[config.mk]
export PLATFORM = sky130hd
export DESIGN_NAME = dcg_div_cell
export DESIGN_NICKNAME = d
export VERILOG_FILES = /design/src/sv/dcg_pkg.sv /design/src/sv/dcg_div_cell.sv
export SDC_FILE = /design/constraint.sdc
export NUM_CORES = 1
export LEC_CHECK = 0
export ABC_AREA = 1
export BUFFER_PORTS_ARGS = -buffer_cell sky130_fd_sc_hd__buf_2
export CORE_AREA = 2 2 291 293
export DETAILED_ROUTE_END_ITERATION = 8
export DIE_AREA = 0 0 293 295
export HOLD_SLACK_MARGIN = 0.15
export PLACE_DENSITY_LB_ADDON = 0.3
export SETUP_SLACK_MARGIN = 0.2
export SYNTH_ARGS = -nofsm -noshare
export SYNTH_HDL_FRONTEND = slang
export SYNTH_SLANG_ARGS = --single-unit
[constraint.sdc]
create_clock -name clk -period 2.6 [get_ports clk]
set_clock_uncertainty 0.1 [all_clocks]
set_input_delay 0.26 -clock clk [delete_from_list [all_inputs] [get_ports clk]]
set_output_delay 0.26 -clock clk [all_outputs]
set_load 0.02 [all_outputs]
[src/sv/dcg_pkg.sv]
// Package for the dedispersion chirp generator: widths, register codes,
// control struct, limb multiplier helpers and the CORDIC arctangent table.
// Used by every module.
`default_nettype none
package dcg_pkg;

  localparam int LOG2_POINTS = 12;

  // Register indexes on the configuration port
  localparam logic [1:0] REG_DM = 2'd0;
  localparam logic [1:0] REG_F0 = 2'd1;
  localparam logic [1:0] REG_BW = 2'd2;

  localparam int DM_W = 20;
  localparam int F0_W = 24;
  localparam int BW_W = 24;

  // Numerator dm * mag^2 * bw^2 * 5^15, the power of five taken as 5^8 * 5^7
  localparam int M2_W  = 2 * LOG2_POINTS;
  localparam int N1_W  = DM_W + M2_W;
  localparam int N2_W  = N1_W + BW_W;
  localparam int N3_W  = N2_W + BW_W;
  localparam int N4A_W = N3_W + 19;
  localparam int NUM_W = N3_W + 35;
  localparam logic [23:0] FIVE_POW8 = 24'd390625;
  localparam logic [23:0] FIVE_POW7 = 24'd78125;

  // Denominator 241 * f0^2 * (f0*N + offset*bw)
  localparam int S_W   = F0_W + LOG2_POINTS + 2;
  localparam int D1_W  = S_W - 1 + 8;
  localparam int D2_W  = D1_W + F0_W;
  localparam int DEN_W = D2_W + F0_W;
  localparam logic [7:0] DEN_SCALE = 8'd241;

  // Dividend is the numerator followed by the binary fraction bits
  localparam int FRAC_W = 37 - LOG2_POINTS;
  localparam int X_W    = NUM_W + FRAC_W;

  // Wide products: 24-bit limbs multiplied in one stage, summed in the next
  localparam int LIMB_W       = 24;
  localparam int LIMBS        = 5;
  localparam int WIDE_W       = LIMB_W * LIMBS;
  localparam int PROD_W       = WIDE_W + LIMB_W;
  localparam int ODD_W        = PROD_W - 2 * LIMB_W;
  localparam int FRONT_STAGES = 10;

  // CORDIC datapath
  localparam int CORDIC_STEPS = 16;
  localparam int CX_W = 34;
  localparam int CZ_W = 33;
  localparam logic signed [CX_W-1:0] CORDIC_START = 34'sd652032874;

  localparam logic [31:0] ATAN_TURNS [CORDIC_STEPS] = '{
    32'd536870912, 32'd316933406, 32'd167458907, 32'd85004756,
    32'd42667331,  32'd21354465,  32'd10679838,  32'd5340245,
    32'd2670163,   32'd1335087,   32'd667544,    32'd333772,
    32'd166886,    32'd83443,     32'd41722,     32'd20861
  };

  typedef struct packed {
    logic valid;
    logic bad;
  } ctl_t;

  // Even limb products never overlap, so they sit side by side
  function automatic logic [PROD_W-1:0] limb_even(input logic [WIDE_W-1:0] a,
                                                  input logic [LIMB_W-1:0] b);
    logic [PROD_W-1:0] r;
    r = '0;
    for (int j = 0; j < LIMBS; j += 2) begin
      r[j*LIMB_W +: 2*LIMB_W] = (2*LIMB_W)'(a[j*LIMB_W +: LIMB_W]) * (2*LIMB_W)'(b);
    end
    return r;
  endfunction

  // Odd limb products, one limb below their true position
  function automatic logic [ODD_W-1:0] limb_odd(input logic [WIDE_W-1:0] a,
                                                input logic [LIMB_W-1:0] b);
    logic [ODD_W-1:0] r;
    r = '0;
    for (int j = 1; j < LIMBS; j += 2) begin
      r[(j-1)*LIMB_W +: 2*LIMB_W] = (2*LIMB_W)'(a[j*LIMB_W +: LIMB_W]) * (2*LIMB_W)'(b);
    end
    return r;
  endfunction

  // Combine the two partial rows into the full product
  function automatic logic [PROD_W-1:0] limb_sum(input logic [PROD_W-1:0] ev,
                                                 input logic [ODD_W-1:0] od);
    return ev + PROD_W'({od, {LIMB_W{1'b0}}});
  endfunction

endpackage
`default_nettype wire

[src/sv/dcg_div_cell.sv]
// One restoring-division cell: takes one dividend bit, yields one quotient bit.
// Depends on dcg_pkg.
`default_nettype none
module dcg_div_cell import dcg_pkg::*; (
  input  wire                    clk,
  input  wire                    rst,
  input  ctl_t                   ctl_in,
  input  wire  [DEN_W-1:0]       rem_in,
  input  wire  [DEN_W-1:0]       den_in,
  input  wire  [X_W-1:0]         x_in,
  input  wire  [31:0]            q_in,
  output ctl_t                   ctl_out,
  output logic [DEN_W-1:0]       rem_out,
  output logic [DEN_W-1:0]       den_out,
  output logic [X_W-1:0]         x_out,
  output logic [31:0]            q_out
);

  logic [DEN_W:0]   trial;
  logic             fits;
  logic [DEN_W:0]   diff;
  logic [DEN_W-1:0] rem_next;

  // Shift in the next dividend bit and subtract where it fits
  always_comb begin
    trial    = {rem_in, x_in[X_W-1]};
    fits     = trial >= {1'b0, den_in};
    diff     = trial - {1'b0, den_in};
    rem_next = fits ? diff[DEN_W-1:0] : trial[DEN_W-1:0];
  end

  always_ff @(posedge clk) begin
    if (rst) begin
      ctl_out <= '0;
    end else begin
      ctl_out <= ctl_in;
    end
  end

  always_ff @(posedge clk) begin
    rem_out <= rem_next;
    den_out <= den_in;
    x_out   <= {x_in[X_W-2:0], 1'b0};
    q_out   <= {q_in[30:0], fits};
  end

endmodule
`default_nettype wire

=== Yosys cells after proc, flatten, opt, wreduce, memory -nomap -nowiden ===
Index checks and enable logic that the tools add are counted.

* Output and inout port bits: 372
* Flip-flop bits (word level): 371
* Input bits: 374
* Logic and storage cells: 9

* Order comparisons: 1
* $add $sub $neg: 1
* Mux-type cells: 1

{| class="wikitable"
|+ Operators with widths
! operator !! count
|-
| $ge 94x93->1 || 1
|-
| $mux 93 || 1
|-
| $sub 93x93->93 || 1
|}

=== Depth between registers and ports, before layout ===
Gate-level depths: netlist (run 1).

* Word-level depth: 2
* Gate-level depth with buffers: 19
* Gate-level depth less buffers: 17

=== Worst setup path after synthesis (run 1) ===
Ideal clock, no wire load.

* Kind: input to register
* Start point: in x_in[151]
* End point: reg rem_out[40]
* Slack: 0.449 ns
* Path buffers: 2
* Cell stages on the path: 16
* Setup time: 0.113 ns
* Arrival time: 1.938 ns
* Required time: 2.387 ns
* Path through: inv_1 ha_1 inv_1 fa_1 nand2_1 nand3_2 nand2_1 nand2_2 nand2_1 nand2_2 nand2_1 nand4_2 buf_6 buf_6 nand2_1 nand2_1

* Cells in the longest elaborated chain, start to end: 2
* Elaborated cells between the ends (all ways): 3
* Those cells by class: add/sub (1); order compare (1); mux (1)

{| class="wikitable"
|+ Ends and longest elaborated chain
! what !! RTL line !! source
|-
| start, declared || dcg_div_cell.sv:10 || <nowiki>input wire [X_W-1:0] x_in,</nowiki>
|-
| $sub 93x93->93 / $ge 94x93->1 (equally long branches) || dcg_div_cell.sv:28, dcg_div_cell.sv:27 ||
|-
| $mux 93 * || dcg_div_cell.sv:29 || <nowiki>rem_next = fits ? diff[DEN_W-1:0] : trial[DEN_W-1:0];</nowiki>
|-
| via rem_next[40] || dcg_div_cell.sv:22 || <nowiki>logic [DEN_W-1:0] rem_next;</nowiki>
|-
| end signal, assigned || dcg_div_cell.sv:41 || <nowiki>rem_out <= rem_next;</nowiki>
|-
| end, declared || dcg_div_cell.sv:13 || <nowiki>output logic [DEN_W-1:0] rem_out,</nowiki>
|}

The timed path passes the listed nets; every way through them passes the cells marked *.
A chain may end at the register's enable or synchronous reset.

=== Worst setup path after layout (run 1) ===
* Start point: in den_in[25]
* End point: reg rem_out[92]

* Cells in the longest elaborated chain, start to end: 2
* Elaborated cells between the ends (all ways): 3
* Those cells by class: add/sub (1); order compare (1); mux (1)

{| class="wikitable"
|+ Ends and longest elaborated chain
! what !! RTL line !! source
|-
| start, declared || dcg_div_cell.sv:9 || <nowiki>input wire [DEN_W-1:0] den_in,</nowiki>
|-
| $sub 93x93->93 / $ge 94x93->1 (equally long branches) || dcg_div_cell.sv:28, dcg_div_cell.sv:27 ||
|-
| $mux 93 * || dcg_div_cell.sv:29 ||
|-
| via rem_next[92] || dcg_div_cell.sv:22 ||
|}

Marked as above.

==> PnR_summary.wiki, run 1 <==
{| class="wikitable"
! Metric !! Value
|-
| Result of the run || complete, but fails checks
|-
| Violated checks || hold timing
|-
| Buffer cell driving the clock tree root || sky130_fd_sc_hd__clkbuf_16
|-
| Number of synthesized register bits || ~370
|-
| Maximum clock frequency || approximately 450 MHz
|-
| Highest-count cells in the layout ignoring fill and taps || sky130_fd_sc_hd__nand2_1, sky130_fd_sc_hd__buf_2, sky130_fd_sc_hd__inv_1
|-
| RSZ-0062 raised after global routing || false
|-
| Crit path arrival time || approximately 2.7 ns
|-
| EDFF count, synth || 0
|-
| Critical-path top delay cell || sky130_fd_sc_hd__dlygate4sd3_1
|-
| Placer congestion estimate || 0.950
|-
| Maximum number of pins on one net before global-route repair || 49
|-
| Clock edge transition at the registers on the reported setup and hold paths || 0.06 ns
|-
| Filler-free cell count of the finished design || 5,437
|-
| Max Transition Viols Final || 0
|-
| Synth Warn # || 0
|-
| Async set or reset register ratio after synthesis || 0%
|-
| Port Buf Inserts || between 700 and 800
|-
| DP HPWL || 94,300 um
|-
| Number of buffers created by CTS || 45
|-
| Level count of the clock H-tree || 2
|-
| Fraction of final layout cells with drive strength greater than 1 || 27.3%
|-
| Height of the chip || 295 um
|-
| Num rows || ~110
|-
| Path type of the worst setup path || input pin to flip-flop
|-
| Hold path endpoint || den_out[1]
|-
| Final non-filler cell area || 31,100 um2
|-
| Number of buffer and inverter instances along the worst setup path || 5
|-
| DR WL/cell || 20.1 um
|-
| Hold path start || den_in[1]
|-
| Final worst path period share || 85.1%
|-
| DR iter-0 viols || 1,042
|-
| Cell seen most often among critical-path stages || sky130_fd_sc_hd__nand2_1
|-
| Clock tree from TritonCTS || yes
|-
| Setup-violating endpoint count in the final report || 0
|-
| Antenna Violating Nets Remaining || 0
|-
| Largest delay share family, worst path || buffers and inverters
|-
| Power density cells || 581 nW/um2
|-
| Final hold violation count || 16
|-
| CP Data Required Time || 3.04 ns
|-
| Cells along the critical path || buf_2, inv_1, ha_1, buf_4, nand2_1, nand2_1, inv_1, nand2_1, nand2_1, nand2_1, a21oi_1, nand2_2, nand3_2, nand2_2, nand2_2, nand3_1, dlygate4sd3_1, nand2_1
|-
| Max clock buf depth || 3
|-
| Critical path capture point type || flip-flop
|-
| Core area || 83,200 um2
|-
| Max FO, Critical Path || 3
|-
| Total vias in the final route || 21,995
|-
| Overall die area || 86,400 um2
|-
| Cells taking the most area after synthesis || sky130_fd_sc_hd__dfxtp_1, sky130_fd_sc_hd__nand2_1, sky130_fd_sc_hd__inv_1
|-
| Area delta synth->final || 66.3%
|-
| Average cell area after synthesis || 6.52 um2
|-
| Placement-stage worst setup slack || -0.224 ns
|-
| Ports || between 700 and 800
|-
| Remaining DRCs || 0
|-
| Maximum ir drop on the vdd rail || 0.000507 V
|-
| Slack of the critical path || 0.388 ns
|-
| Number of standard cells after synthesis || approximately 2,900
|-
| Total Routing Usage GR || around a quarter
|-
| Sequential area share after synthesis || about two fifths
|-
| Max-cap viol count || 0
|-
| Total length of routed wires || about 110,000 um
|-
| Post-synth top flop || sky130_fd_sc_hd__dfxtp_1
|-
| Mapped Area || between 15,000 and 20,000 um2
|-
| Hold Path Class || input pin to flip-flop
|-
| Kind of start point of the critical path || input pin
|-
| Commonest non-fill, non-tap cell in the layout || sky130_fd_sc_hd__nand2_1
|-
| Placed Instances || 4,981
|-
| Synth cell types || 30
|-
| GRT Residual Overflow || 0
|-
| Post-synth top area cell || sky130_fd_sc_hd__dfxtp_1
|-
| Worst Hold Margin || -0.294 ns
|-
| Antenna violations before repair || 40
|-
| DP Area || about 26,000 um2
|-
| Hold Path Cell Cnt || 1
|-
| Vias in the first global route || 21,765
|-
| Leakage power || 17.7 nW
|-
| Top cell type's share of synthesized area || between 30% and 40%
|-
| Via density per instance || 4.05
|-
| Highest cell delay on the worst timing path || ~0.56 ns
|-
| Die Span X || 293 um
|-
| Global-route wire length before repair || 150,000 um
|-
| Final critical path time including I/O delays and setup || 2.21 ns
|-
| Initial standard-cell utilization of the core || 22.5%
|-
| First-pass detailed-route iteration total || 5
|-
| Number of sinks handled by clock tree synthesis || 371
|-
| Net total in the final layout || 4,780
|-
| Post-Synthesis Net Count || 3,340
|}
## sequential cells by signal, summed over array words and instances, names as in the netlist
signal	cells
den_out	93
ctl_out	2
x_out	151
q_out	32
rem_out	93
## Yosys cell counts, types with 8 or more instances
master,number
sky130_fd_sc_hd__nor2_2,17
sky130_fd_sc_hd__nor3_1,13
sky130_fd_sc_hd__o21ai_0,8
sky130_fd_sc_hd__inv_2,10
sky130_fd_sc_hd__nor2_1,200
sky130_fd_sc_hd__nand3_1,212
sky130_fd_sc_hd__nand2_1,1091
sky130_fd_sc_hd__dfxtp_1,371
sky130_fd_sc_hd__ha_1,93
sky130_fd_sc_hd__xor2_1,55
sky130_fd_sc_hd__nand2_2,12
sky130_fd_sc_hd__nand4_1,17
sky130_fd_sc_hd__buf_6,17
sky130_fd_sc_hd__inv_1,642
sky130_fd_sc_hd__a21oi_1,58
sky130_fd_sc_hd__and2_1,10
## logic make-up (layout without fill, tap and decap cells)
group           Yosys count  after routing  synth area share, %
other cells               1             14               0.0200
compound gates           75             75                 2.13
simple gates           1589           1589                 34.7
xor+xnor                 55             55                 2.57
buf+inv                 687           2159                 14.6
fa+ha+maj                94             94                 6.32
flops                   371            371                 39.7
## routing by layer
metal | vias to the layer above | share of wire (%) | global-route usage [%]
li1 | 11362 | - | -
met1 | 9811 | 38 | 26.6
met2 | 640 | 52 | 46.9
met3 | 166 | 5.0 | 4.16
met4 | 16 | 4.3 | 9.22
met5 | - | 0.11 | 0
## report_power, final
| group | switching (mW) | internal (mW) | total (mW) | leakage, nW |
|---|---|---|---|---|
| clock | 2.73 | 3.52 | 6.25 | 0.686 |
| sequential | 0.146 | 6.22 | 6.36 | 3.13 |
| combinational | 3.32 | 2.16 | 5.48 | 13.9 |
| total | 6.20 | 11.9 | 18.1 | 17.7 |
## stage by stage
step / hold WS [ns] / utilization [%] / TNS, ns / power (mW)
finish: -0.294 / 37.5 / 0 / 18.1
global route: -0.318 / 37.4 / 0 / 19.0
CTS: -0.356 / 36.9 / 0 / 18.3
detailed placement: 0.264 / 31.3 / -5.78 / 11.5
global placement: 0.263 / 31.3 / -4.46 / 11.5
floorplan: 0.188 / - / 0 / 9.02
## final cells by class
class / count / area (um2)
Sequential cell: 371 / 7430
Timing Repair Buffer: 1424 / 9850
Inverter: 656 / 2460
Tap cell: 1080 / 1350
Clock buffer: 60 / 1250
Fill cell: 9146 / 52000
Antenna cell: 13 / 32.5
Clock inverter: 19 / 180
Multi-Input combinational cell: 1814 / 8590
## timing repair
item | CTS | global route
endpoints found under the setup margin | 0 | 1
endpoints found under the hold margin | 370 | 55
gates resized for setup | 0 | 5
buffers inserted | 0 | 2
hold buffers | 323 | 40
## how the worst max path moves through the flow
stage,startpoint,end,slack (ns),cells past startpoint
2_1_floorplan,x_in[151],rem_out[40],0.45,16
3_3_place_gp,den_in[33],rem_out[62],-0.19,15
3_5_place_dp,den_in[39],rem_out[62],-0.22,14
4_1_cts,den_in[92],rem_out[92],0.23,13
5_1_grt,den_in[33],rem_out[92],0.20,20
6_report,den_in[25],rem_out[92],0.39,18
No activity file was read; power rests on OpenSTA's default activity.
==> run 2, diff against run 1 <==
REMOVE_ABC_BUFFERS = 1   (was unset)
==> run 2 against run 1 <==
Against the previous run: worst setup slack better by 0.0060 ns; clock power increased by 6.4%; critical endpoint is now rem_out[65]; core utilization fell by 0.12 points; the run still ends with hold timing left; maximum frequency increased by 0.27%; sequential cell count is the same; sequential power about the same.
==> PnR_summary.wiki, run 2 (same netlist as run 1, synthesis figures left out) <==
{| class="wikitable"
! Metric !! Value
|-
| Result of the run || complete, but fails checks (unchanged)
|-
| Violated checks || hold timing (unchanged)
|-
| Worst Hold Margin || -0.319 ns (was -0.294 ns)
|-
| Maximum number of pins on one net before global-route repair || 52 (was 49)
|-
| Crit path arrival time || 2.64 ns (was 2.65 ns)
|-
| Fraction of power spent switching nets || 33.8% (was 34.3%)
|-
| Overall die area || 86,400 um2 (unchanged)
|-
| Cells along the critical path || buf_2, inv_1, ha_1, nand2_1, nor2_1, nand2_1, nor2_2, nand2_1, clkinv_1, nand4_1, nand4_4, buf_12, buf_4, nand3_1, nand2_1 (was buf_2, inv_1, ha_1, buf_4, nand2_1, nand2_1, inv_1, nand2_1, nand2_1, nand2_1, a21oi_1, nand2_2, nand3_2, nand2_2, nand2_2, nand3_1, dlygate4sd3_1, nand2_1)
|-
| Fraction of final layout cells with drive strength greater than 1 || 27.3% (about the same)
|-
| Commonest non-fill, non-tap cell in the layout || sky130_fd_sc_hd__nand2_1 (unchanged)
|-
| Antenna Violating Nets Remaining || 0 (unchanged)
|-
| Total length of routed wires || 111,000 um (was 109,000 um)
|-
| Maximum clock frequency || 453 MHz (was 452 MHz)
|-
| Cell seen most often among critical-path stages || sky130_fd_sc_hd__nand2_1 (unchanged)
|-
| GRT Residual Overflow || 0 (unchanged)
|-
| Buffer cell driving the clock tree root || sky130_fd_sc_hd__clkbuf_16 (unchanged)
|-
| Core area || 83,200 um2 (unchanged)
|-
| Clk pwr share || 36.0% (was 34.5%)
|-
| Remaining DRCs || 0 (unchanged)
|-
| Max Transition Viols Final || 0 (unchanged)
|-
| Die Span X || 293 um (unchanged)
|-
| Pint || 12.2 mW (was 11.9 mW)
|-
| Highest cell delay on the worst timing path || 0.37 ns (was 0.56 ns)
|-
| Max-cap viol count || 0 (unchanged)
|-
| Height of the chip || 295 um (unchanged)
|-
| Placement-stage worst setup slack || -0.177 ns (was -0.224 ns)
|-
| Antenna violations before repair || 34 (was 40)
|-
| Via density per instance || 4.09 (was 4.05)
|-
| Critical path capture point type || flip-flop (unchanged)
|-
| Flip-flop count of the largest register after layout || 151 (unchanged)
|-
| Ports || 746 (unchanged)
|-
| Port Buf Inserts || 743 (unchanged)
|-
| Vias in the first global route || 22,159 (was 21,765)
|-
| Part of the power in combinational logic || 29.6% (was 30.3%)
|-
| Buffers inserted by post-CTS timing repair || 0 (unchanged)
|-
| Power density cells || 596 nW/um2 (was 581 nW/um2)
|-
| Leakage power || 17.7 nW (about the same)
|-
| Total vias in the final route || 22,125 (was 21,995)
|-
| Hold Path Class || input pin to flip-flop (unchanged)
|-
| Net switching power || 6.25 mW (was 6.20 mW)
|-
| Register with the most flip-flops || x_out (unchanged)
|-
| Setup-violating endpoint count in the final report || 0 (unchanged)
|-
| First-pass detailed-route iteration total || 5 (unchanged)
|-
| Maximum ir drop on the vdd rail || 0.000545 V (was 0.000507 V)
|-
| Total Routing Usage GR || 24.8% (was 24.4%)
|-
| DR WL/cell || 20.6 um (was 20.1 um)
|-
| Path type of the worst setup path || input pin to flip-flop (unchanged)
|-
| Number of sinks handled by clock tree synthesis || 371 (unchanged)
|-
| Largest registers in the final layout || x_out: 151 flops, den_out: 93 flops, rem_out: 93 flops (unchanged)
|-
| Final non-filler cell area || 31,000 um2 (was 31,100 um2)
|-
| DP HPWL || 95,300 um (was 94,300 um)
|-
| Num rows || 106 (unchanged)
|-
| DP Area || 26,000 um2 (about the same)
|-
| Level count of the clock H-tree || 2 (unchanged)
|-
| CP Data Required Time || 3.03 ns (was 3.04 ns)
|-
| RSZ-0062 raised after global routing || false (unchanged)
|-
| Slack of the critical path || 0.394 ns (was 0.388 ns)
|-
| Clock tree from TritonCTS || yes (unchanged)
|-
| Highest-count cells in the layout ignoring fill and taps || sky130_fd_sc_hd__nand2_1, sky130_fd_sc_hd__buf_2, sky130_fd_sc_hd__inv_1 (unchanged)
|-
| Placer congestion estimate || 0.984 (was 0.950)
|-
| Number of buffers created by CTS || 46 (was 45)
|-
| Sequential group share of total power || 34.5% (was 35.2%)
|-
| Area delta synth->final || 65.8% (was 66.3%)
|-
| Max clock buf depth || 3 (unchanged)
|-
| DR iter-0 viols || 1,078 (was 1,042)
|-
| Net total in the final layout || 4,756 (was 4,780)
|-
| Final worst path period share || 84.9% (was 85.1%)
|-
| Critical-path top delay cell || sky130_fd_sc_hd__ha_1 (was sky130_fd_sc_hd__dlygate4sd3_1)
|-
| Max FO, Critical Path || 13 (was 3)
|-
| Global-route wire length before repair || 153,000 um (was 150,000 um)
|-
| Final critical path time including I/O delays and setup || 2.21 ns (about the same)
|-
| Final hold violation count || 26 (was 16)
|-
| Initial standard-cell utilization of the core || 22.5% (unchanged)
|-
| Clock edge transition at the registers on the reported setup and hold paths || 0.06 ns (about the same)
|-
| Kind of start point of the critical path || input pin (unchanged)
|}
## run 2: changes by cell type in the layout (fill, tap and decap cells not counted), moves of 4 or more
cell / before / now
sky130_fd_sc_hd__buf_4: 310 / 291
sky130_fd_sc_hd__diode_2: 13 / 7
sky130_fd_sc_hd__clkinvlp_4: 6 / 2
sky130_fd_sc_hd__clkinv_2: 5 / 14
sky130_fd_sc_hd__bufinv_16: 1 / 5
sky130_fd_sc_hd__clkbuf_1: 9 / 3
sky130_fd_sc_hd__dlygate4sd3_1: 362 / 353
## run 2: area by class of cell
cell class              instances  area, um2
multi-input cells            1814       8570
diodes                          7       17.5
well taps                    1080       1350
flip-flops and latches        371       7430
fillers                      9164      52100
repair buffers               1399       9680
clock buffers                  53       1220
inverters                     656       2460
clock inverters                29        324
## run 2: critical path, delay by kind of cell
kind / cells / cell delay (ns)
adders and majority gates: 1 / 0.37
buffers and inverters: 5 / 0.54
and+or+nand+nor: 9 / 1.45
## run 2: timing repair
action / in CTS / in global routing
hold buffers: 300 / 53
resized for setup: 0 / 0
endpoints found under the hold margin: 370 / 74
## run 2: power by group through the flow
stage / Sequential, mW / Combinational (mW) / Clock (mW)
floorplan: 7.16 / 1.82 / 0
global placement: 6.49 / 5.03 / 0
detailed placement: 6.49 / 5.03 / 0
CTS: 6.37 / 5.45 / 6.84
global route: 6.42 / 5.93 / 7.08
finish: 6.37 / 5.47 / 6.65
## run 2: through the flow
step | std cells | setup TNS (ns) | power, mW | util (%) | hold WS [ns]
2_1_floorplan | 2841 | -64.28 | 8.98 | - | 0.188
3_3_place_gp | 4967 | -9.35 | 11.5 | 31.2 | 0.263
3_5_place_dp | 4967 | -11.14 | 11.5 | 31.2 | 0.264
4_1_cts | 5349 | 0 | 18.7 | 36.7 | -0.353
5_1_grt | 5406 | 0 | 19.4 | 37.3 | -0.347
6_report | 5409 | 0 | 18.5 | 37.3 | -0.319
## run 2: worst paths after layout
kind | from | end | slack [ns] | cells after the start
setup / recovery | den_in[46] | rem_out[65] | 0.39 | 15
hold / removal | den_in[92] | den_out[92] | -0.32 | 1
## run 2: per-layer routing
| metal | share of wire (%) | routed length, um | global-route usage, % |
|---|---|---|---|
| met5 | 0.12 | 129 | 0 |
| met4 | 4.4 | 4910 | 9.74 |
| met3 | 5.0 | 5600 | 4.31 |
| met2 | 51 | 56600 | 46.2 |
| met1 | 40 | 44000 | 27.9 |
