===== src/sv/dcg_pkg.sv =====
// Package for the dedispersion chirp generator: widths, register codes,
// control struct, limb multiplier helpers and the CORDIC arctangent table.
// Used by every module.
`default_nettype none
package dcg_pkg;

  localparam int LOG2_POINTS = 12;

  // Register indexes on the configuration port
  localparam logic [1:0] REG_DM = 2'd0;
  localparam logic [1:0] REG_F0 = 2'd1;
  localparam logic [1:0] REG_BW = 2'd2;

  localparam int DM_W = 20;
  localparam int F0_W = 24;
  localparam int BW_W = 24;

  // Numerator dm * mag^2 * bw^2 * 5^15, the power of five taken as 5^8 * 5^7
  localparam int M2_W  = 2 * LOG2_POINTS;
  localparam int N1_W  = DM_W + M2_W;
  localparam int N2_W  = N1_W + BW_W;
  localparam int N3_W  = N2_W + BW_W;
  localparam int N4A_W = N3_W + 19;
  localparam int NUM_W = N3_W + 35;
  localparam logic [23:0] FIVE_POW8 = 24'd390625;
  localparam logic [23:0] FIVE_POW7 = 24'd78125;

  // Denominator 241 * f0^2 * (f0*N + offset*bw)
  localparam int S_W   = F0_W + LOG2_POINTS + 2;
  localparam int D1_W  = S_W - 1 + 8;
  localparam int D2_W  = D1_W + F0_W;
  localparam int DEN_W = D2_W + F0_W;
  localparam logic [7:0] DEN_SCALE = 8'd241;

  // Dividend is the numerator followed by the binary fraction bits
  localparam int FRAC_W = 37 - LOG2_POINTS;
  localparam int X_W    = NUM_W + FRAC_W;

  // Wide products: 24-bit limbs multiplied in one stage, summed in the next
  localparam int LIMB_W       = 24;
  localparam int LIMBS        = 5;
  localparam int WIDE_W       = LIMB_W * LIMBS;
  localparam int PROD_W       = WIDE_W + LIMB_W;
  localparam int ODD_W        = PROD_W - 2 * LIMB_W;
  localparam int FRONT_STAGES = 10;

  // CORDIC datapath
  localparam int CORDIC_STEPS = 16;
  localparam int CX_W = 34;
  localparam int CZ_W = 33;
  localparam logic signed [CX_W-1:0] CORDIC_START = 34'sd652032874;

  localparam logic [31:0] ATAN_TURNS [CORDIC_STEPS] = '{
    32'd536870912, 32'd316933406, 32'd167458907, 32'd85004756,
    32'd42667331,  32'd21354465,  32'd10679838,  32'd5340245,
    32'd2670163,   32'd1335087,   32'd667544,    32'd333772,
    32'd166886,    32'd83443,     32'd41722,     32'd20861
  };

  typedef struct packed {
    logic valid;
    logic bad;
  } ctl_t;

  // Even limb products never overlap, so they sit side by side
  function automatic logic [PROD_W-1:0] limb_even(input logic [WIDE_W-1:0] a,
                                                  input logic [LIMB_W-1:0] b);
    logic [PROD_W-1:0] r;
    r = '0;
    for (int j = 0; j < LIMBS; j += 2) begin
      r[j*LIMB_W +: 2*LIMB_W] = (2*LIMB_W)'(a[j*LIMB_W +: LIMB_W]) * (2*LIMB_W)'(b);
    end
    return r;
  endfunction

  // Odd limb products, one limb below their true position
  function automatic logic [ODD_W-1:0] limb_odd(input logic [WIDE_W-1:0] a,
                                                input logic [LIMB_W-1:0] b);
    logic [ODD_W-1:0] r;
    r = '0;
    for (int j = 1; j < LIMBS; j += 2) begin
      r[(j-1)*LIMB_W +: 2*LIMB_W] = (2*LIMB_W)'(a[j*LIMB_W +: LIMB_W]) * (2*LIMB_W)'(b);
    end
    return r;
  endfunction

  // Combine the two partial rows into the full product
  function automatic logic [PROD_W-1:0] limb_sum(input logic [PROD_W-1:0] ev,
                                                 input logic [ODD_W-1:0] od);
    return ev + PROD_W'({od, {LIMB_W{1'b0}}});
  endfunction

endpackage
`default_nettype wire


===== src/sv/dcg_cordic_cell.sv =====
// One CORDIC rotation step with its own register.
// Depends on dcg_pkg; shift and arctangent come in from the chain.
`default_nettype none
module dcg_cordic_cell import dcg_pkg::*; (
  input  wire                        clk,
  input  wire                        rst,
  input  wire  [3:0]                 shift,
  input  wire  [31:0]                atan,
  input  ctl_t                       ctl_in,
  input  wire  [1:0]                 quad_in,
  input  wire  signed [CX_W-1:0]     x_in,
  input  wire  signed [CX_W-1:0]     y_in,
  input  wire  signed [CZ_W-1:0]     z_in,
  output ctl_t                       ctl_out,
  output logic [1:0]                 quad_out,
  output logic signed [CX_W-1:0]     x_out,
  output logic signed [CX_W-1:0]     y_out,
  output logic signed [CZ_W-1:0]     z_out
);

  logic signed [CX_W-1:0] dx;
  logic signed [CX_W-1:0] dy;
  logic signed [CZ_W-1:0] da;
  logic signed [CX_W-1:0] x_next;
  logic signed [CX_W-1:0] y_next;
  logic signed [CZ_W-1:0] z_next;

  // Rotate towards zero residual angle
  always_comb begin
    dx = y_in >>> shift;
    dy = x_in >>> shift;
    da = $signed({1'b0, atan});
    if (!z_in[CZ_W-1]) begin
      x_next = x_in - dx;
      y_next = y_in + dy;
      z_next = z_in - da;
    end else begin
      x_next = x_in + dx;
      y_next = y_in - dy;
      z_next = z_in + da;
    end
  end

  always_ff @(posedge clk) begin
    if (rst) begin
      ctl_out <= '0;
    end else begin
      ctl_out <= ctl_in;
    end
  end

  always_ff @(posedge clk) begin
    quad_out <= quad_in;
    x_out    <= x_next;
    y_out    <= y_next;
    z_out    <= z_next;
  end

endmodule
`default_nettype wire

===== config.mk =====
export PLATFORM = sky130hd
export DESIGN_NAME = dcg_cordic_cell
export DESIGN_NICKNAME = d
export VERILOG_FILES = /design/src/sv/dcg_pkg.sv /design/src/sv/dcg_cordic_cell.sv
export SDC_FILE = /design/constraint.sdc
export NUM_CORES = 1
export LEC_CHECK = 0
export BUFFER_PORTS_ARGS = -buffer_cell sky130_fd_sc_hd__buf_2
export CAP_MARGIN = 20
export CELL_PAD_IN_SITES_DETAIL_PLACEMENT = 1
export CELL_PAD_IN_SITES_GLOBAL_PLACEMENT = 1
export CORE_ASPECT_RATIO = 1.75
export CORE_MARGIN = 3
export CORE_UTILIZATION = 27
export DETAILED_ROUTE_END_ITERATION = 8
export GPL_ROUTABILITY_DRIVEN = 0
export PLACE_DENSITY_LB_ADDON = 0.1
export SYNTH_ARGS = -nofsm -noshare
export SYNTH_HDL_FRONTEND = slang
export SYNTH_SLANG_ARGS = --single-unit
export TNS_END_PERCENT = 100

===== constraint.sdc =====
create_clock -name clk -period 6.79 [get_ports clk]
set_input_delay 0.3395 -clock clk [delete_from_list [all_inputs] [get_ports clk]]
set_output_delay 0.3395 -clock clk [all_outputs]
set_load 0.03 [all_outputs]

-- Word-level counts from Yosys, hierarchy flattened
Index checks and enable logic that the tools add are counted.
- input port bits: 143
- word-level logic and storage cells: 17
- output and inout port bits: 105
- flip-flop bits (word level): 105
- muxes and demuxes: 3
- shift operators: 2
- add/sub/neg operators: 6
- operators by type and width (operator ; count):
    34-bit adder ; 2
    34-bit two-way mux ; 2
    34-bit by 4-bit >>> shifter with 34-bit output ; 2
    34-bit subtractor ; 2
    33-bit adder ; 1
    33-bit two-way mux ; 1
    33-bit subtractor ; 1

-- Longest topological paths before layout
Gate-level depths: netlist of the first run.
- depth after elaboration: 3
- depth in mapped cells: 27
- mapped depth without buffers: 22

-- Least setup slack after synthesis of the first run
Ideal clock, no wire load.
- path kind: input to register
- from: input shift[3]
- to: register x_out[32]
- setup slack: 1261 ps
- data required time: 6718 ps
- data arrival time: 5456 ps
- path buffers: 3
- library setup time: 72 ps
- stages on the path: 23
- path through: clkbuf_1 clkbuf_1 buf_1 mux4_2 mux2_2 o31ai_1 o2111a_1 nand3_1 nor3b_1 nor2b_1 nor2_1 xnor2_1 ha_1 and3_1 a221oi_1 o21ai_0 a211oi_1 o21ai_0 a311o_1 a211oi_1 o41ai_1 a21oi_1 xnor2_1
- longest elaborated chain between the ends: 3
- elaborated cells between the ends (all ways): 4
- those cells by class: add/sub (2); shift (1); mux (1)
- ends and longest elaborated chain (item ; RTL line ; source):
    start, declared ; dcg_cordic_cell.sv:7 ; input wire [3:0] shift,
    34-bit by 4-bit >>> shifter with 34-bit output * ; dcg_cordic_cell.sv:30 ; dx = y_in >>> shift;
    34-bit subtractor / 34-bit adder (equally long branches) ; dcg_cordic_cell.sv:34, dcg_cordic_cell.sv:38 ;
    34-bit two-way mux * ; dcg_cordic_cell.sv:33 ; if (!z_in[CZ_W-1]) begin
    via x_next[32] ; dcg_cordic_cell.sv:24 ; logic signed [CX_W-1:0] x_next;
    end signal, assigned ; dcg_cordic_cell.sv:54 ; x_out <= x_next;
    end, declared ; dcg_cordic_cell.sv:16 ; output logic signed [CX_W-1:0] x_out,
Mark *: on every way through the listed nets, which the timed path passes. The rest lies on a longest branch.
A chain may end at the register's enable or synchronous reset.

-- Final worst setup path of the first run
Same ends and word-level chain as after synthesis.

==> run metrics, run 1 <==
status=complete, no violations; grt ovf=0; Post-route DRC=0; mapped cell area=12500 µm²; die width=168 µm; leak pwr=6.50 nW; Yosys top cell area share=16.9%; slowest stage cell, crit path=buf_2; PostCTS Resize Cnt=0; Area Growth Syn to Fin=17.4%; Top Family by Delay on Critical Path=compound AO/OA/AOI/OAI gates; Pwr Density=264 nW/µm²; DR WL/cell=21.5 µm; Max Used Layer=met4; initial core utilization=27.4%; Peak VDD IR=0.119 mV; M1 WL=18.2 mm; Sum Neg Setup Slack=0 ns; startpoint type of the worst setup path=input pin; core area=45400 µm²; register area share after synthesis=16.9%; Final Hold Viols=0; synthesized flop and latch total=105; CTS tree=built; Slew Limit Headroom=42.9%; Critical Path RT=7.10 ns; ANT nets after route=0; fillers=5524; HPWL after DPL=40.7 mm; largest area contributor in the synthesized netlist=dfxtp_1; top cells by count, synth=139 x a21oi_1, 139 x nand2_1, 114 x nor2_1; delay of the slowest cell on the worst path=0.59 ns; HP Start=quad_in[0]; CTS root buf=clkbuf_16; Setup-failing EPs final=0; first-pass GRT wire length=74.9 mm; Pwr Total=0.00385 W; worst hold slack=0.0541 ns; Post-synth EDFFs=0; htree depth=3; Worst Hold Class=input pin to flip-flop; Clock transition at path regs=0.08 ns; max-slew violations=0; Routed WL=49.0 mm; Yosys warnings=0; Setup crit end kind=flip-flop; via count=12200; max cap viols=0; Place WS=0.537 ns; cell count after synthesis=1477; Die Ht=290 µm; met2 WL post-DR=27.4 mm; hold buffer count at CTS=0; ranking of synthesized cells by area=dfxtp_1 17%, mux4_2 13%, ha_1 10%; initial DRC count=474; antenna cells=0; Cell variety after synth=74; crit path DAT=6.16 ns; PortBufs=247; clock sink count=105; vias in the first global route=13100; number of buffers created by CTS=9; full die area=48800 µm²; hold depth=1; routed vias/inst=5.34; RSZ-0062 raised after global routing=false; CP Cell Sequence=buf_2, inv_1, buf_4, mux2i_1, and2_1, and3_1, o2111a_1, nand3_1, nor3b_1, nor2b_1, nor2_1, xnor2_1, ha_1, and3_1, a221oi_1, o21ai_0, a211oi_1, o21ai_0, a311o_1, a211oi_1, o41ai_1, a21oi_1, xnor2_1; clock tree buffer depth=2; async set-or-reset flop fraction in the synthesized netlist=0%; Synth Area per Inst=8.43 µm²; TritonRoute pass-1 iters=7; CP Max Fanout=32; final net count=1945; Setup Crit Path Kind=input pin to flip-flop; Cell Rows=103; final worst slack=0.937 ns; met3 WL=1.71 mm; Tcrit/Tclk final=86.2%; largest net degree at the start of global routing=61; Min Clock Period, post-route=5.85 ns; fmax=171 MHz; share of layout cells above drive strength 1=23.4%; WHS Endpoint=quad_out[0]$_DFF_P_; syn_nets=1724; CP bufs+invs=3; Total Routing Usage GR=19.6%; post-CTS setup buffer count=0; ys flop type=dfxtp_1; antenna violations before repair=1; IO Pins=248; Worst-Margin Slew=0.851 ns
==> cell families after synthesis <==
group,synth area share (%)
xor gates and xnor gates,12.9
buffers and inverters,3.69
adders and majority gates,10.6
AOI/OAI and AO/OA,20.7
muxes,18.7
and+or+nand+nor,16.6
DFF,16.9
==> how the worst max path moves through the flow <==
stage | slack [ns] | cells after the start | startpoint | endpoint
detailed placement | 0.54 | 21 | shift[3] | y_out[32]$_DFF_P_
floorplan | 1.26 | 23 | shift[3] | x_out[32]$_DFF_P_
global placement | 0.61 | 21 | shift[3] | y_out[32]$_DFF_P_
CTS | 0.93 | 21 | shift[3] | y_out[32]$_DFF_P_
finish | 0.94 | 23 | shift[3] | x_out[32]$_DFF_P_
global route | 0.51 | 22 | shift[3] | y_out[32]$_DFF_P_
==> stage by stage <==
step	utilization, %	instance area, µm²	instances
3_3_place_gp	31.5	14300	2264
4_1_cts	32.2	14600	2280
6_report	32.2	14600	2280
5_1_grt	32.2	14600	2280
2_1_floorplan	-	12500	1477
3_5_place_dp	31.5	14300	2264
==> metal layers <==
metal / vias up / track usage, %
met5: - / 0
met2: 282 / 38.5
li1: 5885 / -
met1: 5949 / 20.5
met4: 0 / 7.59
met3: 67 / 2.58
==> state kept, by name, indices dropped and copies added (netlist names) <==
name	count
ctl_out	2
quad_out	2
x_out	34
y_out	34
z_out	33
==> where the power goes <==
group	internal, W	total (W)	switching (W)	leakage [nW]
Combinational	0.000843	0.00234	0.00150	5.47
Sequential	0.000877	0.000938	0.0000613	0.886
Clock	0.000299	0.000572	0.000273	0.147
==> layout by cell type (no fill, tap or decap), types with 10 or more instances in the layout <==
master	n
buf_2	245
nand2_1	139
a21oi_1	139
nor2_1	114
xnor2_1	105
dfxtp_1	105
ha_1	101
xor2_1	78
o21ai_0	74
mux4_2	70
a21o_1	54
inv_1	41
mux2i_1	37
a31oi_1	32
nor3_1	29
mux2_2	27
buf_4	25
nand3_1	24
o21a_1	24
and3_1	22
nor2b_1	21
nand2b_1	20
a211oi_1	16
and2_1	14
nand4_1	10
==> final cells by class <==
class	count	area (µm²)	area share, %
clock inverter	5	60.1	0.411
inverter	43	161	1.10
sequential	105	2100	14.4
multi-input combinational	1268	9890	67.7
timing repair buffer	271	1430	9.81
tap	577	722	4.94
clock buffer	11	243	1.66
Note: power is estimated with default switching activity, not from simulation.
==> inputs of run 2 (changes only) <==
--- a/config.mk
+++ b/config.mk
@@ -15,6 +15,7 @@
 export DETAILED_ROUTE_END_ITERATION = 8
 export GPL_ROUTABILITY_DRIVEN = 0
 export PLACE_DENSITY_LB_ADDON = 0.1
+export RECOVER_POWER = 100
 export SYNTH_ARGS = -nofsm -noshare
 export SYNTH_HDL_FRONTEND = slang
 export SYNTH_SLANG_ARGS = --single-unit
==> run 2 against run 1 <==
The flow now finishes with violations (capacitance limit, slew limit). Sequential cell count unchanged. Via count down 0.22%. Non-clock buffer count unchanged. Sequential power up 1%. Worst hold slack about the same. First-iteration DRC count up 1.7%. Setup slack worse by 0.15 ns. Core utilization down 0.34 points. Clock-buffer cell count unchanged.
==> run metrics, run 2 (synthesis results as in run 1) <==
CTS root buf=clkbuf_16; most frequent cells in the layout=139 x nand2_1, 139 x a21oi_1, 138 x buf_2; via count=12200; CTS tree=built; Min Clock Period, post-route=6.00 ns; WP depth=23; Top Family by Delay on Critical Path=compound AO/OA/AOI/OAI gates; grt ovf=0; status=complete, but fails checks; Largest regs=x_out x34, y_out x34, z_out x33; slowest stage cell, crit path=buf_2; ANT nets after route=0; startpoint type of the worst setup path=input pin; Post-route DRC=0; delay of the slowest cell on the worst path=0.59 ns; Place WS=0.537 ns; number of buffers created by CTS=9; share of layout cells above drive strength 1=16.6%; Peak VDD IR=0.115 mV; met2 WL post-DR=27.3 mm; CP Cell Sequence=buf_2, inv_1, clkbuf_1, mux2i_1, and2_0, and3_1, o2111a_1, nand3_1, nor3b_1, nor2b_1, nor2_1, xnor2_1, ha_1, and3_1, a221oi_1, o21ai_0, a211oi_1, o21ai_0, a311o_1, a211oi_1, o41ai_1, a21oi_1, xnor2_1; Final Hold Viols=0; crit path DAT=6.31 ns; Tcrit/Tclk final=88.4%; full die area=48800 µm²; antenna cells=0; Area Growth Syn to Fin=16.1%; RSZ-0062 raised after global routing=false; Clock transition at path regs=0.08 ns; Design Area, Final=14500 µm²; clock sink count=105; met3 WL=1.74 mm; Worst-Margin Slew=1.58 ns; largest net degree at the start of global routing=61; IO Pins=248; DR WL/cell=21.5 µm; Slew Limit Headroom=-5.17%; failing checks=capacitance limit, slew limit; htree depth=3; first-pass GRT wire length=74.9 mm; final worst slack=0.787 ns; Setup-failing EPs final=0; TritonRoute pass-1 iters=6; Die Ht=290 µm; final net count=1945; placed cell area=14300 µm²; core area=45400 µm²; Routed WL=49.1 mm; Cell Rows=103; Worst Hold Class=input pin to flip-flop; Total Routing Usage GR=19.6%; routed vias/inst=5.33; HPWL after DPL=40.7 mm; PostCTS Resize Cnt=0; CP bufs+invs=3; leak pwr=6.18 nW; Setup Crit Path Kind=input pin to flip-flop; PortBufs=247; die width=168 µm; Setup crit end kind=flip-flop; fmax=167 MHz; hold buffer count at CTS=0; Max Used Layer=met4; post-CTS setup buffer count=0; Critical Path Start=shift[3]; max cap viols=1; M1 WL=18.3 mm; Pwr Density=262 nW/µm²; max-slew violations=29; initial core utilization=27.4%; Sum Neg Setup Slack=0 ns; fillers=5543; clock tree buffer depth=2; vias in the first global route=13100; Critical Path RT=7.10 ns; initial DRC count=482; CP Max Fanout=32; antenna violations before repair=1; Setup crit end=x_out[32]$_DFF_P_
==> run 2: how the worst min path moves through the flow <==
stage,start,slack (ns),endpoint,cells after the start
2_1_floorplan,quad_in[0],0.37,quad_out[0]$_DFF_P_,0
3_3_place_gp,quad_in[0],0.44,quad_out[0]$_DFF_P_,1
3_5_place_dp,quad_in[0],0.44,quad_out[0]$_DFF_P_,1
4_1_cts,quad_in[0],0.02,quad_out[0]$_DFF_P_,1
5_1_grt,quad_in[0],0.03,quad_out[0]$_DFF_P_,1
6_report,quad_in[0],0.05,quad_out[0]$_DFF_P_,1
==> run 2: metrics by stage <==
| step | power (W) | cells | hold WS (ns) | utilization (%) |
|---|---|---|---|---|
| after floorplan | 0.00262 | 1477 | 0.367 | - |
| after CTS | 0.00394 | 2280 | 0.0175 | 32.2 |
| after global placement | 0.00331 | 2264 | 0.441 | 31.5 |
| after detailed placement | 0.00332 | 2264 | 0.444 | 31.5 |
| after global routing | 0.00408 | 2280 | 0.0274 | 31.9 |
| final | 0.00378 | 2280 | 0.0543 | 31.9 |
==> run 2: power by group <==
| part | internal [W] | switching, W |
|---|---|---|
| Combinational | 0.000763 | 0.00150 |
| Clock | 0.000299 | 0.000271 |
| Sequential | 0.000878 | 0.0000697 |
| Total | 0.00194 | 0.00184 |
==> run 2: layout make-up <==
class | instances | area [µm²] | area share [%]
Clock inverter | 5 | 60.1 | 0.415
Clock buffer | 11 | 243 | 1.68
Multi-Input combinational cell | 1268 | 9890 | 68.4
Tap cell | 577 | 722 | 4.99
Sequential cell | 105 | 2100 | 14.5
Timing Repair Buffer | 271 | 1280 | 8.84
Inverter | 43 | 161 | 1.12
==> run 2: layer usage <==
layer  up-vias  global-route usage (%)
met4         0                    7.59
met5         -                       0
met3        69                    2.58
li1       5885                       -
met1      5920                    20.5
met2       282                    38.5
==> inputs of run 3 (changes only) <==
--- a/config.mk
+++ b/config.mk
@@ -5,6 +5,7 @@
 export SDC_FILE = /design/constraint.sdc
 export NUM_CORES = 1
 export LEC_CHECK = 0
+export ABC_AREA = 1
 export BUFFER_PORTS_ARGS = -buffer_cell sky130_fd_sc_hd__buf_2
 export CAP_MARGIN = 20
 export CELL_PAD_IN_SITES_DETAIL_PLACEMENT = 1
==> run 3 against run 2 <==
The run now ends clean. Critical path type unchanged. Largest cell class unchanged. Non-clock buffer count down 8. Global-route usage is 3.2 points higher. Sequential cell count did not move. Clock-buffer cell count decreased by 1. Power grew 0.99%. Design area up 3.6%. Core utilization down 0.50 points. Sequential share of layout area is 0.51 points lower. Die area is 4.7% higher.
==> run metrics, run 3 <==
Post-synth EDFFs=0; RSZ-0062 raised after global routing=false; DR WL/cell=19.9 µm; mapped cell area=13000 µm²; PostCTS Resize Cnt=0; IO Pins=248; crit path DAT=6.04 ns; fmax=175 MHz; PortBufs=247; Critical Path Start=shift[0]; first-pass GRT wire length=90.6 mm; Yosys warnings=0; top cells by count, synth=626 x nand2_1, 399 x nand3_1, 195 x nor2_1; initial DRC count=559; Worst Hold Class=input pin to flip-flop; Post-route DRC=0; async set-or-reset flop fraction in the synthesized netlist=0%; Tcrit/Tclk final=84.0%; Net Sw Frac=53.1%; Area Growth Syn to Fin=14.8%; Largest regs=x_out x34, y_out x34, z_out x33; die width=172 µm; leak pwr=7.29 nW; Setup Crit Path Kind=input pin to flip-flop; CP Max Fanout=66; htree depth=3; vias in the first global route=16800; full die area=51100 µm²; clock share of power=15.6%; post-CTS setup buffer count=0; register area share after synthesis=16.1%; antenna cells=0; largest net degree at the start of global routing=67; startpoint type of the worst setup path=input pin; number of buffers created by CTS=9; Sum Neg Setup Slack=0 ns; NetSw=0.00203 W; ANT nets after route=0; max-slew violations=0; core area=47700 µm²; TritonRoute pass-1 iters=5; largest area contributor in the synthesized netlist=nand2_1; commonest non-fill, non-tap cell in the layout=nand2_1; cell count after synthesis=2200; Internal=0.00179 W; grt ovf=0; Setup-failing EPs final=0; Peak VDD IR=0.127 mV; most frequent cells in the layout=627 x nand2_1, 400 x nand3_1, 198 x nor2_1; Cell Rows=106; clock tree buffer depth=2; Gate power share=59.7%; Synth Area per Inst=5.93 µm²; routed vias/inst=5.21; Final Hold Viols=0; CTS root buf=clkbuf_16; hold buffer count at CTS=0; Clock transition at path regs=0.08 ns; Slew Limit Headroom=16.6%; ys flop type=dfxtp_1; Pwr Total=0.00382 W; syn_nets=2447; register share of total power=24.7%; Cell variety after synth=43; HP Start=quad_in[0]; synthesized flop and latch total=105; status=complete, no violations; Total Routing Usage GR=22.7%; max cap viols=0; clock sink count=105; Pwr Density=255 nW/µm²; initial core utilization=27.3%; antenna violations before repair=2; Routed WL=59.9 mm; Setup crit end kind=flip-flop; via count=15700; Worst-Margin Slew=1.25 ns; HPWL after DPL=50.7 mm; share of layout cells above drive strength 1=8.08%; ranking of synthesized cells by area=nand2_1 18%, dfxtp_1 16%, nand3_1 15%; most common cell in the netlist=nand2_1; Die Ht=297 µm; Yosys top cell area share=18.0%; final net count=2654; Critical Path RT=7.12 ns; Min Clock Period, post-route=5.70 ns; CTS tree=built; hold depth=1
-- run 3: worst paths after layout --
kind / end / slack [ns]
hold / removal: quad_out[0]$_DFF_P_ / 0.05
setup / recovery: x_out[21]$_DFF_P_ / 1.09
-- run 3: power groups by stage --
stage / registers, W / clock network, W / logic (W)
global placement: 0.000955 / 0 / 0.00235
CTS: 0.000941 / 0.000628 / 0.00238
floorplan: 0.00146 / 0 / 0.00110
finish: 0.000944 / 0.000595 / 0.00228
global route: 0.000969 / 0.000636 / 0.00250
detailed placement: 0.000952 / 0 / 0.00236
-- run 3: logic make-up (layout without fill, tap and decap cells) --
group                      Yosys count  count (layout)  synth area share [%]
and+or+nand+nor                   1292            1292                  42.4
DFF                                105             105                  16.1
adders and majority gates          104             104                  10.1
buffers and inverters              239             451                  7.42
AOI/OAI and AO/OA                  296             296                  12.9
xor gates and xnor gates           164             164                  11.0
-- run 3: worst max-delay path: stages --
cell	delay, ns
clkbuf_1	0.89
inv_2	0.02
buf_4	0.38
nand2_1	0.17
nand3_1	0.10
nand3_1	0.17
nand2_1	0.08
o21ai_0	0.46
nand2_1	0.16
nor2_1	0.52
nor2_1	0.11
xor2_1	0.16
inv_1	0.06
ha_1	0.33
a21oi_1	0.19
nor2_1	0.06
nor2_1	0.30
o21ai_0	0.30
a21oi_1	0.53
o21ai_0	0.32
a21oi_1	0.24
xnor2_1	0.13
-- run 3: stage by stage --
stage	setup WS, ns	utilization, %	area [µm²]	std cells	hold WS (ns)
after floorplan	3.20	-	13000	2200	0.367
after global placement	1.30	31.0	14800	2990	0.445
after detailed placement	1.26	31.0	14800	2990	0.449
after CTS	1.68	31.7	15100	3006	0.0300
after global routing	0.752	31.4	15000	3006	0.0441
final	1.09	31.4	15000	3006	0.0523
-- run 3: layer usage --
layer	vias to the layer above	track usage [%]	share of wire (%)
met2	320	44.6	55
met4	0	8.96	3.7
met1	7484	24.1	39
li1	7754	-	-
met5	-	0	0
met3	96	2.10	2.8
-- run 3: final cells by class --
class                           instances  area (µm²)
Inverter                              172         646
Tap cell                              594         743
Fill cell                            6478       32800
Multi-Input combinational cell       1856        9960
Timing Repair Buffer                  263        1220
Clock buffer                           10         229
Clock inverter                          6        73.8
Sequential cell                       105        2100
